===== src/rtl/rau_pkg.sv =====
// shared types, constants and helpers for the rational arithmetic unit
package rau_pkg;

    localparam int WIDTH = 32;
    localparam int DW    = 2 * WIDTH;
    localparam int CW    = $clog2(DW);

    localparam logic [DW-1:0] LIM = DW'(1) << (WIDTH - 1);

    typedef enum logic [2:0] {
        CMD_ADD = 3'd0,
        CMD_SUB = 3'd1,
        CMD_MUL = 3'd2,
        CMD_DIV = 3'd3,
        CMD_CMP = 3'd4,
        CMD_RED = 3'd5
    } cmd_t;

    typedef enum logic [1:0] {
        ST_OK       = 2'd0,
        ST_ZERO_DEN = 2'd1,
        ST_OVF      = 2'd2
    } status_t;

    typedef enum logic [2:0] {
        K_NONE,
        K_ERR,
        K_CMP,
        K_ZERO,
        K_FRAC
    } kind_t;

    typedef enum logic [2:0] {
        S_IDLE,
        S_MUL0,
        S_MUL1,
        S_MUL2,
        S_COMB,
        S_GCD,
        S_DIV,
        S_FIN
    } state_t;

    typedef struct packed {
        logic       load;
        logic       mul_step;
        logic [1:0] mul_idx;
        logic       comb;
        logic       gcd_step;
        logic       div_init;
        logic       div_step;
        logic       out_load;
    } dp_cmd_t;

    typedef struct packed {
        logic early_done;
        logic short_done;
        logic gcd_done;
        logic div_last;
    } dp_stat_t;

    // magnitude of a two's complement value, most negative gives 2^(WIDTH-1)
    function automatic logic [WIDTH-1:0] mag_of(input logic [WIDTH-1:0] v);
        mag_of = v[WIDTH-1] ? (~v + WIDTH'(1)) : v;
    endfunction

endpackage


===== src/rtl/rau_ctrl.sv =====
// sequencing state machine of the rational arithmetic unit
module rau_ctrl (
    input  logic              clk,
    input  logic              rst_n,
    input  logic              in_valid,
    output logic              in_ready,
    output logic              out_valid,
    input  logic              out_ready,
    input  rau_pkg::dp_stat_t st,
    output rau_pkg::dp_cmd_t  ctl
);
    import rau_pkg::*;

    state_t state_reg, state_next;
    logic   out_valid_reg, out_valid_next;

    always_ff @(posedge clk or negedge rst_n)
    begin
        if (!rst_n)
        begin
            state_reg     <= S_IDLE;
            out_valid_reg <= 1'b0;
        end
        else
        begin
            state_reg     <= state_next;
            out_valid_reg <= out_valid_next;
        end
    end

    // next state
    always_comb
    begin
        state_next = state_reg;
        case (state_reg)
            S_IDLE:
            begin
                if (in_valid)
                begin
                    state_next = st.early_done ? S_FIN : S_MUL0;
                end
            end
            S_MUL0: state_next = S_MUL1;
            S_MUL1: state_next = S_MUL2;
            S_MUL2: state_next = S_COMB;
            S_COMB: state_next = st.short_done ? S_FIN : S_GCD;
            S_GCD:
            begin
                if (st.gcd_done)
                begin
                    state_next = S_DIV;
                end
            end
            S_DIV:
            begin
                if (st.div_last)
                begin
                    state_next = S_FIN;
                end
            end
            S_FIN:
            begin
                if (!out_valid_reg || out_ready)
                begin
                    state_next = S_IDLE;
                end
            end
            default: state_next = S_IDLE;
        endcase
    end

    // datapath commands
    always_comb
    begin
        ctl = '0;
        case (state_reg)
            S_IDLE: ctl.load = in_valid;
            S_MUL0:
            begin
                ctl.mul_step = 1'b1;
                ctl.mul_idx  = 2'd0;
            end
            S_MUL1:
            begin
                ctl.mul_step = 1'b1;
                ctl.mul_idx  = 2'd1;
            end
            S_MUL2:
            begin
                ctl.mul_step = 1'b1;
                ctl.mul_idx  = 2'd2;
            end
            S_COMB: ctl.comb = 1'b1;
            S_GCD:
            begin
                ctl.gcd_step = !st.gcd_done;
                ctl.div_init = st.gcd_done;
            end
            S_DIV: ctl.div_step = 1'b1;
            S_FIN: ctl.out_load = !out_valid_reg || out_ready;
            default: ctl = '0;
        endcase
    end

    assign out_valid_next = ctl.out_load ? 1'b1 : (out_ready ? 1'b0 : out_valid_reg);
    assign in_ready       = (state_reg == S_IDLE);
    assign out_valid      = out_valid_reg;

    a_busy_after_accept: assert property (@(posedge clk) disable iff (!rst_n)
        (in_valid && in_ready) |=> !in_ready)
        else $error("accepted a second transaction while busy");

    a_no_overwrite: assert property (@(posedge clk) disable iff (!rst_n)
        ctl.out_load |-> (!out_valid_reg || out_ready))
        else $error("result register overwritten before transfer");

    a_div_follows_gcd: assert property (@(posedge clk) disable iff (!rst_n)
        ctl.div_init |=> (state_reg == S_DIV))
        else $error("division did not start after gcd");

endmodule


===== config.mk =====
export PLATFORM = sky130hd
export DESIGN_NAME = rau_ctrl
export DESIGN_NICKNAME = d
export VERILOG_FILES = /design/src/rtl/rau_pkg.sv /design/src/rtl/rau_ctrl.sv
export SDC_FILE = /design/constraint.sdc
export NUM_CORES = 1
export LEC_CHECK = 0
export ABC_AREA = 1
export BUFFER_PORTS_ARGS = -buffer_cell sky130_fd_sc_hd__buf_2
export CORE_AREA = 2 2 39 41
export CTS_BUF_LIST = sky130_fd_sc_hd__clkbuf_2 sky130_fd_sc_hd__clkbuf_4 sky130_fd_sc_hd__clkbuf_8
export DETAILED_ROUTE_END_ITERATION = 10
export DIE_AREA = 0 0 41 43
export PLACE_DENSITY_LB_ADDON = 0.25
export SYNTH_ARGS = -nofsm -noshare
export SYNTH_HDL_FRONTEND = slang
export SYNTH_SLANG_ARGS = --single-unit
export TNS_END_PERCENT = 5

===== constraint.sdc =====
create_clock -name clk -period 1.3 [get_ports clk]
set_input_delay 0.195 -clock clk [delete_from_list [all_inputs] [get_ports clk]]
set_output_delay 0.195 -clock clk [all_outputs]
set_load 0.1 [all_outputs]

==> impl_metrics.tcl, run 1 <==
set metrics [dict create \
    status "finished with violations" \
    violations "setup timing" \
    clkSinkCount 4 \
    grt_max_degree 8 \
    clk_transition_reported_paths_ns 0.04 \
    drt-pass1-iter-count 3 \
    root_buffer "clkbuf_4" \
    synth_warnings 0 \
    die_w_um 41 \
    cts-buffers-inserted 3 \
    drive_above_1_share 0.638 \
    ant_nets 0 \
    rows 14 \
    drt-total-wl_um 827 \
    finalClockSkew_ns 0.00713 \
    ys_ff_latch 4 \
    final.period_utilization 1.09 \
    grt_antenna_before_repair 0 \
    largest_reg_flops 3 \
    crit_path_start_kind "flop" \
    path_max_fanout 6 \
    reg2regPathDepth 7 \
    start_util 0.229 \
    crit_required_ns 1.11 \
    numPortBuffers 18 \
    yosysUniqueCellTypes 11 \
    crit_arrival_ns 1.23 \
    rsz0062_at_grt "true" \
    setup-violations-final 9 \
    cts_tree "done" \
    detail_route.iter0.violations 6 \
    hold_depth 4 \
    htreeDepth 1 \
    gr-usage-all-layers 0.106 \
    syn_nets 60 \
    layout_common_cells "14 x nand2_1, 11 x buf_12, 8 x buf_2" \
    r2r_setup_slack_ns 0 \
    dp.final_hpwl_um 689 \
    maxCapViolations 0 \
    nNetsFinal 90 \
    worstReg2RegEnd "state_reg[1]" \
    die-area_um2 1760 \
    post-route-util 0.549 \
    post-route-min-period_ns 1.42 \
    syn_inst 52 \
    drc 0 \
    synth-seq-area-share 0.316 \
    grt_pass1_wl_mm 1.27 \
    fmax_mhz 703 \
    worst_slew_pin_slew_ns 0.483 \
    final_common_cell "nand2_1" \
    wire_per_inst_um 8.61 \
    report.final.slew_viol_count 0 \
    nFillCells 124 \
    core_area_um2 1380 \
    endpoint_kind "output pin" \
    hp-start "out_ready" \
    min_path_type "primary input to flop" \
    vias_per_cell 4.23 \
    io_pins 19 \
    criticalPathCategory "flop to output pin" \
    dp_slack_ns 0.0212 \
    hold_viol 0 \
    num_antenna_cells 0 \
    avgSynthCellArea_um2 6.09 \
    relSlewSlack 0.680 \
    worst_slack_ns -0.122 \
    area_growth_syn_to_layout_pct 140 \
    grt_remaining_overflow 0 \
    syn_area_um2 317 \
    vias 406 \
    die_h_um 43 \
    rr_startpoint "state_reg[2]" \
    clk_latency_ns 0.24 \
    worstHoldEndpoint "out_valid" \
    grt_pass1_vias 338 \
    gp_congestion 0.745 \
    clk_path_buf_depth 2 \
]
-- cells by family after synthesis --
family,Yosys count,share of synthesized area
compound gates,2,0.0395
buf+inv,11,0.154
flops,4,0.316
simple gates,35,0.490
-- through the flow --
step	instance area, um2	cells	hold slack, ns	TNS, ns
floorplan	379	52	-0.101	-1.81
global placement	669	90	0.000624	0
detailed placement	669	90	0.000551	0
CTS	727	94	0.258	-0.842
global route	759	96	0.272	-1.46
finish	759	96	0.250	-0.831
-- cell type report --
| type | instances | area [um2] | share of cell area |
|---|---|---|---|
| clock buffer | 3 | 22.5 | 0.0297 |
| inverter | 9 | 37.5 | 0.0494 |
| multi-input combinational | 37 | 245 | 0.323 |
| sequential | 4 | 104 | 0.137 |
| tap | 16 | 20.0 | 0.0264 |
| timing repair buffer | 27 | 330 | 0.435 |
-- synthesized netlist by cell type --
master | number | share of area
nor3_1 | 1 | 0.016
nor2_1 | 8 | 0.095
nand2_2 | 2 | 0.040
inv_1 | 9 | 0.11
a21boi_1 | 1 | 0.024
nand2_1 | 14 | 0.17
nor2_2 | 4 | 0.079
buf_4 | 2 | 0.047
a21oi_1 | 1 | 0.016
nand3_1 | 6 | 0.095
dfrtp_1 | 4 | 0.32
-- routing by layer --
| metal | routed length, um | vias to the layer above | track usage |
|---|---|---|---|
| met5 | 0 | - | 0 |
| met4 | 9 | 0 | 0.0400 |
| met3 | 46 | 3 | 0.0471 |
| met2 | 418 | 15 | 0.156 |
| met1 | 353 | 176 | 0.132 |
| li1 | - | 212 | - |
-- repair_timing --
action | in CTS | in global routing
pin swaps | 2 | 2
buffers inserted | 0 | 2
hold buffers | 1 | 0
gates resized for setup | 10 | 1
hold endpoints to repair | 4 | 0
setup endpoints to repair | 10 | 12
-- how the worst max path moves through the flow --
stage	depth (start not counted)	endpoint	start	slack [ns]
after floorplan	5	state_reg[1]	out_valid	-0.25
after global placement	3	ctl[0]	state_reg[0]	0.04
after detailed placement	3	ctl[0]	state_reg[0]	0.02
after CTS	4	ctl[8]	state_reg[0]	-0.14
after global routing	4	ctl[3]	state_reg[1]	-0.16
final	3	ctl[5]	state_reg[0]	-0.12
-- critical path: stages (launching register included) --
cell     delay [ns]
dfrtp_2        0.46
buf_12         0.15
nor3_4         0.18
buf_12         0.20
Power of run 1 is left out: the tool's default activity adds up to more than one toggle a clock period on the data nets, which glitch-free logic cannot reach.
==> run 2, diff against run 1 <==
--- a/config.mk
+++ b/config.mk
@@ -6,7 +6,7 @@
 export NUM_CORES = 1
 export LEC_CHECK = 0
 export ABC_AREA = 1
-export BUFFER_PORTS_ARGS = -buffer_cell sky130_fd_sc_hd__buf_2
+export BUFFER_PORTS_ARGS = -buffer_cell sky130_fd_sc_hd__buf_4
 export CORE_AREA = 2 2 39 41
 export CTS_BUF_LIST = sky130_fd_sc_hd__clkbuf_2 sky130_fd_sc_hd__clkbuf_4 sky130_fd_sc_hd__clkbuf_8
 export DETAILED_ROUTE_END_ITERATION = 10
==> constraint.sdc (replaced) <==
create_clock -name clk -period 1.8 [get_ports clk]
set_input_delay 0.27 -clock clk [delete_from_list [all_inputs] [get_ports clk]]
set_output_delay 0.27 -clock clk [all_outputs]
set_load 0.1 [all_outputs]
==> impl_metrics.tcl, run 2 (synthesis results as in run 1) <==
set metrics [dict create \
    fin_tns_setup_ns 0 \
    hp-start "out_ready" \
    crit_family "flip-flops" \
    gp_congestion 0.722 \
    report.final.slew_viol_count 0 \
    multi_input_area_um2 175 \
    hold_viol 0 \
    core_area_um2 1380 \
    drt-total-wl_um 702 \
    min_path_type "primary input to flop" \
    hold_depth 4 \
    final_common_cell "buf_4" \
    clkSinkCount 4 \
    crit_buf_inv 1 \
    setup-violations-final 0 \
    gr-usage-all-layers 0.109 \
    worst_slack_ns 0.158 \
    post-route-util 0.360 \
    rr_startpoint "state_reg[0]" \
    layout_common_cells "18 x buf_4, 14 x nand2_1, 9 x inv_1" \
    die_h_um 43 \
    dp.cells 84 \
    worstHoldEndpoint "out_valid" \
    start_util 0.229 \
    numPortBuffers 18 \
    grt_remaining_overflow 0 \
    clk_path_buf_depth 2 \
    htreeDepth 1 \
    clk_transition_reported_paths_ns 0.04 \
    path_max_fanout 7 \
    dp_slack_ns 0.332 \
    ant_nets 0 \
    vias 351 \
    die_w_um 41 \
    post-route-min-period_ns 1.64 \
    seqCellArea_um2 101 \
    drt-pass1-iter-count 2 \
    status "complete, no violations" \
    endpoint_kind "output pin" \
    postCtsSetupRepairBufs 0 \
    cp_slowest_cell "dfrtp_1" \
    io_pins 19 \
    crit_arrival_ns 1.37 \
    finalClockSkew_ns 0.00250 \
    worstReg2RegEnd "state_reg[0]" \
    finalNonFillerCells 88 \
    cts_tree "done" \
    fmax_mhz 609 \
    grt_antenna_before_repair 0 \
    clk_latency_ns 0.23 \
    final.period_utilization 0.912 \
    crit_required_ns 1.53 \
    r2r_setup_slack_ns 0.59 \
    wire_per_inst_um 7.98 \
    drive_above_1_share 0.417 \
    worst_slew_pin_slew_ns 0.279 \
    largest_reg_flops 3 \
    num_antenna_cells 0 \
    relSlewSlack 0.816 \
    critPathMaxStageDelay_ns 0.47 \
    grt_pass1_vias 321 \
    cts-buffers-inserted 3 \
    crit_path_start_kind "flop" \
    nFillCells 151 \
    root_buffer "clkbuf_4" \
    rsz0062_at_grt "false" \
    die-area_um2 1760 \
    rows 14 \
    grt_max_degree 10 \
    nNetsFinal 82 \
    reg2regPathDepth 5 \
    criticalPathCategory "flop to output pin" \
    dp.final_hpwl_um 573 \
    grt_pass1_wl_mm 1.22 \
    maxCapViolations 0 \
    crit_chain "nand3_1 > a21oi_1 > buf_4" \
    drc 0 \
    area_growth_syn_to_layout_pct 57.3 \
    detail_route.iter0.violations 3 \
    vias_per_cell 3.99 \
]
run 2: tightest hold or removal path: stages:
cell and delay [ns]:
buf_4 0.07, inv_1 0.04, nand2_1 0.07, nand2_1 0.05
run 2: per-layer routing:
layer / vias up / global-route usage / part of all wire
met5: - / 0 / 0
met4: 0 / 0.100 / 0
met3: 0 / 0.0471 / 0.054
met2: 9 / 0.141 / 0.49
met1: 144 / 0.126 / 0.45
li1: 198 / - / -
run 2: layout make-up:
type | instances | share of cell area
inverter | 9 | 0.0678
sequential | 4 | 0.204
tap | 16 | 0.0402
clock buffer | 3 | 0.0452
multi-input combinational | 37 | 0.352
timing repair buffer | 19 | 0.291
run 2: worst max-delay path by stage:
stage                       from      to  slack [ns]  cells past startpoint
global placement    state_reg[2]  ctl[0]        0.35                      3
finish              state_reg[0]  ctl[0]        0.16                      3
detailed placement  state_reg[2]  ctl[0]        0.33                      3
floorplan           state_reg[1]  ctl[4]       -0.39                      3
global route        state_reg[0]  ctl[4]        0.04                      4
CTS                 state_reg[2]  ctl[0]        0.08                      3
run 2: repair_timing:
item                                    CTS  global route
gates resized for setup                   0             1
endpoints found under the setup margin    0             1
hold endpoints to repair                  4             0
hold buffers                              1             0
run 2: per-stage QoR:
| stage | area, um2 | hold slack (ns) |
|---|---|---|
| finish | 498 | 0.317 |
| global route | 498 | 0.334 |
| CTS | 497 | 0.314 |
| detailed placement | 464 | 0.0677 |
| global placement | 464 | 0.0691 |
| floorplan | 324 | -0.0256 |
Power of run 2 is left out for the same reason.
==> run 3, diff against run 2 <==
--- a/config.mk
+++ b/config.mk
@@ -12,6 +12,7 @@
 export DETAILED_ROUTE_END_ITERATION = 10
 export DIE_AREA = 0 0 41 43
 export PLACE_DENSITY_LB_ADDON = 0.25
+export SKIP_LAST_GASP = 1
 export SYNTH_ARGS = -nofsm -noshare
 export SYNTH_HDL_FRONTEND = slang
 export SYNTH_SLANG_ARGS = --single-unit
==> constraint.sdc (replaced) <==
create_clock -name clk -period 1.4 [get_ports clk]
set_input_delay 0.28 -clock clk [delete_from_list [all_inputs] [get_ports clk]]
set_output_delay 0.28 -clock clk [all_outputs]
set_load 0.1 [all_outputs]
==> impl_metrics.tcl, run 3 (synthesis results as in run 1) <==
set metrics [dict create \
    vias 381 \
    numPortBuffers 18 \
    worst_slew_pin_slew_ns 0.277 \
    clkSinkCount 4 \
    start_util 0.229 \
    layout_common_cells "14 x nand2_1, 14 x buf_4, 7 x inv_1" \
    violations "setup timing" \
    final.period_utilization 1.07 \
    grt_pass1_vias 360 \
    fin_tns_setup_ns -0.738 \
    crit_arrival_ns 1.22 \
    grt_max_degree 8 \
    crit_chain "inv_2 > buf_6 > nor3_4 > buf_12" \
    path_max_fanout 6 \
    crit_end "ctl[5]" \
    drt-total-wl_um 802 \
    die_w_um 41 \
    critPathMaxStageDelay_ns 0.42 \
    root_buffer "clkbuf_4" \
    core_area_um2 1380 \
    wire_per_inst_um 8.44 \
    drc 0 \
    area_growth_syn_to_layout_pct 116 \
    nNetsFinal 89 \
    cp_slowest_cell "dfrtp_2" \
    ant_nets 0 \
    reg2regPathDepth 7 \
    grt_pass1_wl_mm 1.37 \
    crit_buf_inv 3 \
    largest_reg_flops 3 \
    grt_remaining_overflow 0 \
    clk_latency_ns 0.23 \
    worst_slack_ns -0.0980 \
    drt-pass1-iter-count 3 \
    startpoint "state_reg[1]" \
    maxCapViolations 0 \
    endpoint_kind "output pin" \
    die_h_um 43 \
    worstReg2RegEnd "state_reg[2]" \
    setup-violations-final 10 \
    clk_path_buf_depth 2 \
    crit_required_ns 1.12 \
    gr-usage-all-layers 0.117 \
    crit_family "flip-flops" \
    status "finished with violations" \
    num_antenna_cells 0 \
    vias_per_cell 4.01 \
    htreeDepth 1 \
    clk_transition_reported_paths_ns 0.04 \
    min_path_type "primary input to flop" \
    report.final.slew_viol_count 0 \
    hp-start "out_ready" \
    r2r_setup_slack_ns 0.15 \
    fmax_mhz 668 \
    die-area_um2 1760 \
    postCtsSetupRepairBufs 0 \
    relSlewSlack 0.817 \
    fin_area_um2 683 \
    grt_antenna_before_repair 0 \
    criticalPathCategory "flop to output pin" \
    finalClockSkew_ns 0.00144 \
    drive_above_1_share 0.595 \
    dp_slack_ns 0.00729 \
    dpl_cell_area_um2 558 \
    rr_startpoint "state_reg[0]" \
    rows 14 \
    crit_path_start_kind "flop" \
    detail_route.iter0.violations 6 \
    cts-buffers-inserted 3 \
    gp_congestion 0.756 \
    dp.final_hpwl_um 632 \
    rsz0062_at_grt "true" \
    worstSetupPathDepth 4 \
    cts_tree "done" \
    io_pins 19 \
    hold_viol 0 \
    post-route-min-period_ns 1.50 \
]
[run 3: cell types whose count changed in the layout (fill, tap and decap cells not counted), moves of 3 or more]
| cell | delta |
|---|---|
| buf_12 | +3 |
| buf_4 | -4 |
| buf_6 | +6 |
| nor2_1 | -4 |
| nor2_4 | +6 |
[run 3: what timing repair did]
| item | 4_1_cts | 5_1_grt |
|---|---|---|
| setup endpoints to repair | 10 | 10 |
| resized for setup | 26 | 1 |
| hold endpoints to repair | 4 | 0 |
| pin swaps | 1 | 0 |
| hold buffers | 1 | 0 |
[run 3: worst min path at each step]
stage	end	slack (ns)	cells after the start
floorplan	out_valid	-0.02	0
global placement	out_valid	0.08	1
detailed placement	out_valid	0.08	1
CTS	out_valid	0.32	4
global route	out_valid	0.37	4
finish	out_valid	0.34	4
[run 3: tightest hold or removal path, cell delays in order]
cell and delay [ns]:
buf_4 0.07, inv_1 0.05, nand2_1 0.07, nand2_1 0.05
[run 3: final cells by class]
cell class                      count  area (um2)
Tap cell                           16        20.0
Clock buffer                        3        22.5
Fill cell                         142         701
Timing Repair Buffer               26         273
Multi-Input combinational cell     37         230
Sequential cell                     4         104
Inverter                            9        33.8
[run 3: layer usage]
layer | up-vias | share of wire | global-route usage
li1 | 208 | - | -
met1 | 164 | 0.41 | 0.131
met2 | 9 | 0.54 | 0.181
met3 | 0 | 0.055 | 0.0314
met4 | 0 | 0 | 0.0800
met5 | - | 0 | 0
[run 3: stage by stage]
stage           util  cells  hold WS (ns)
2_1_floorplan      -     52       -0.0156
3_3_place_gp   0.403     91        0.0772
3_5_place_dp   0.403     91        0.0770
4_1_cts        0.491     95         0.318
5_1_grt        0.494     95         0.371
6_report       0.494     95         0.339
Power of run 3 is left out for the same reason.
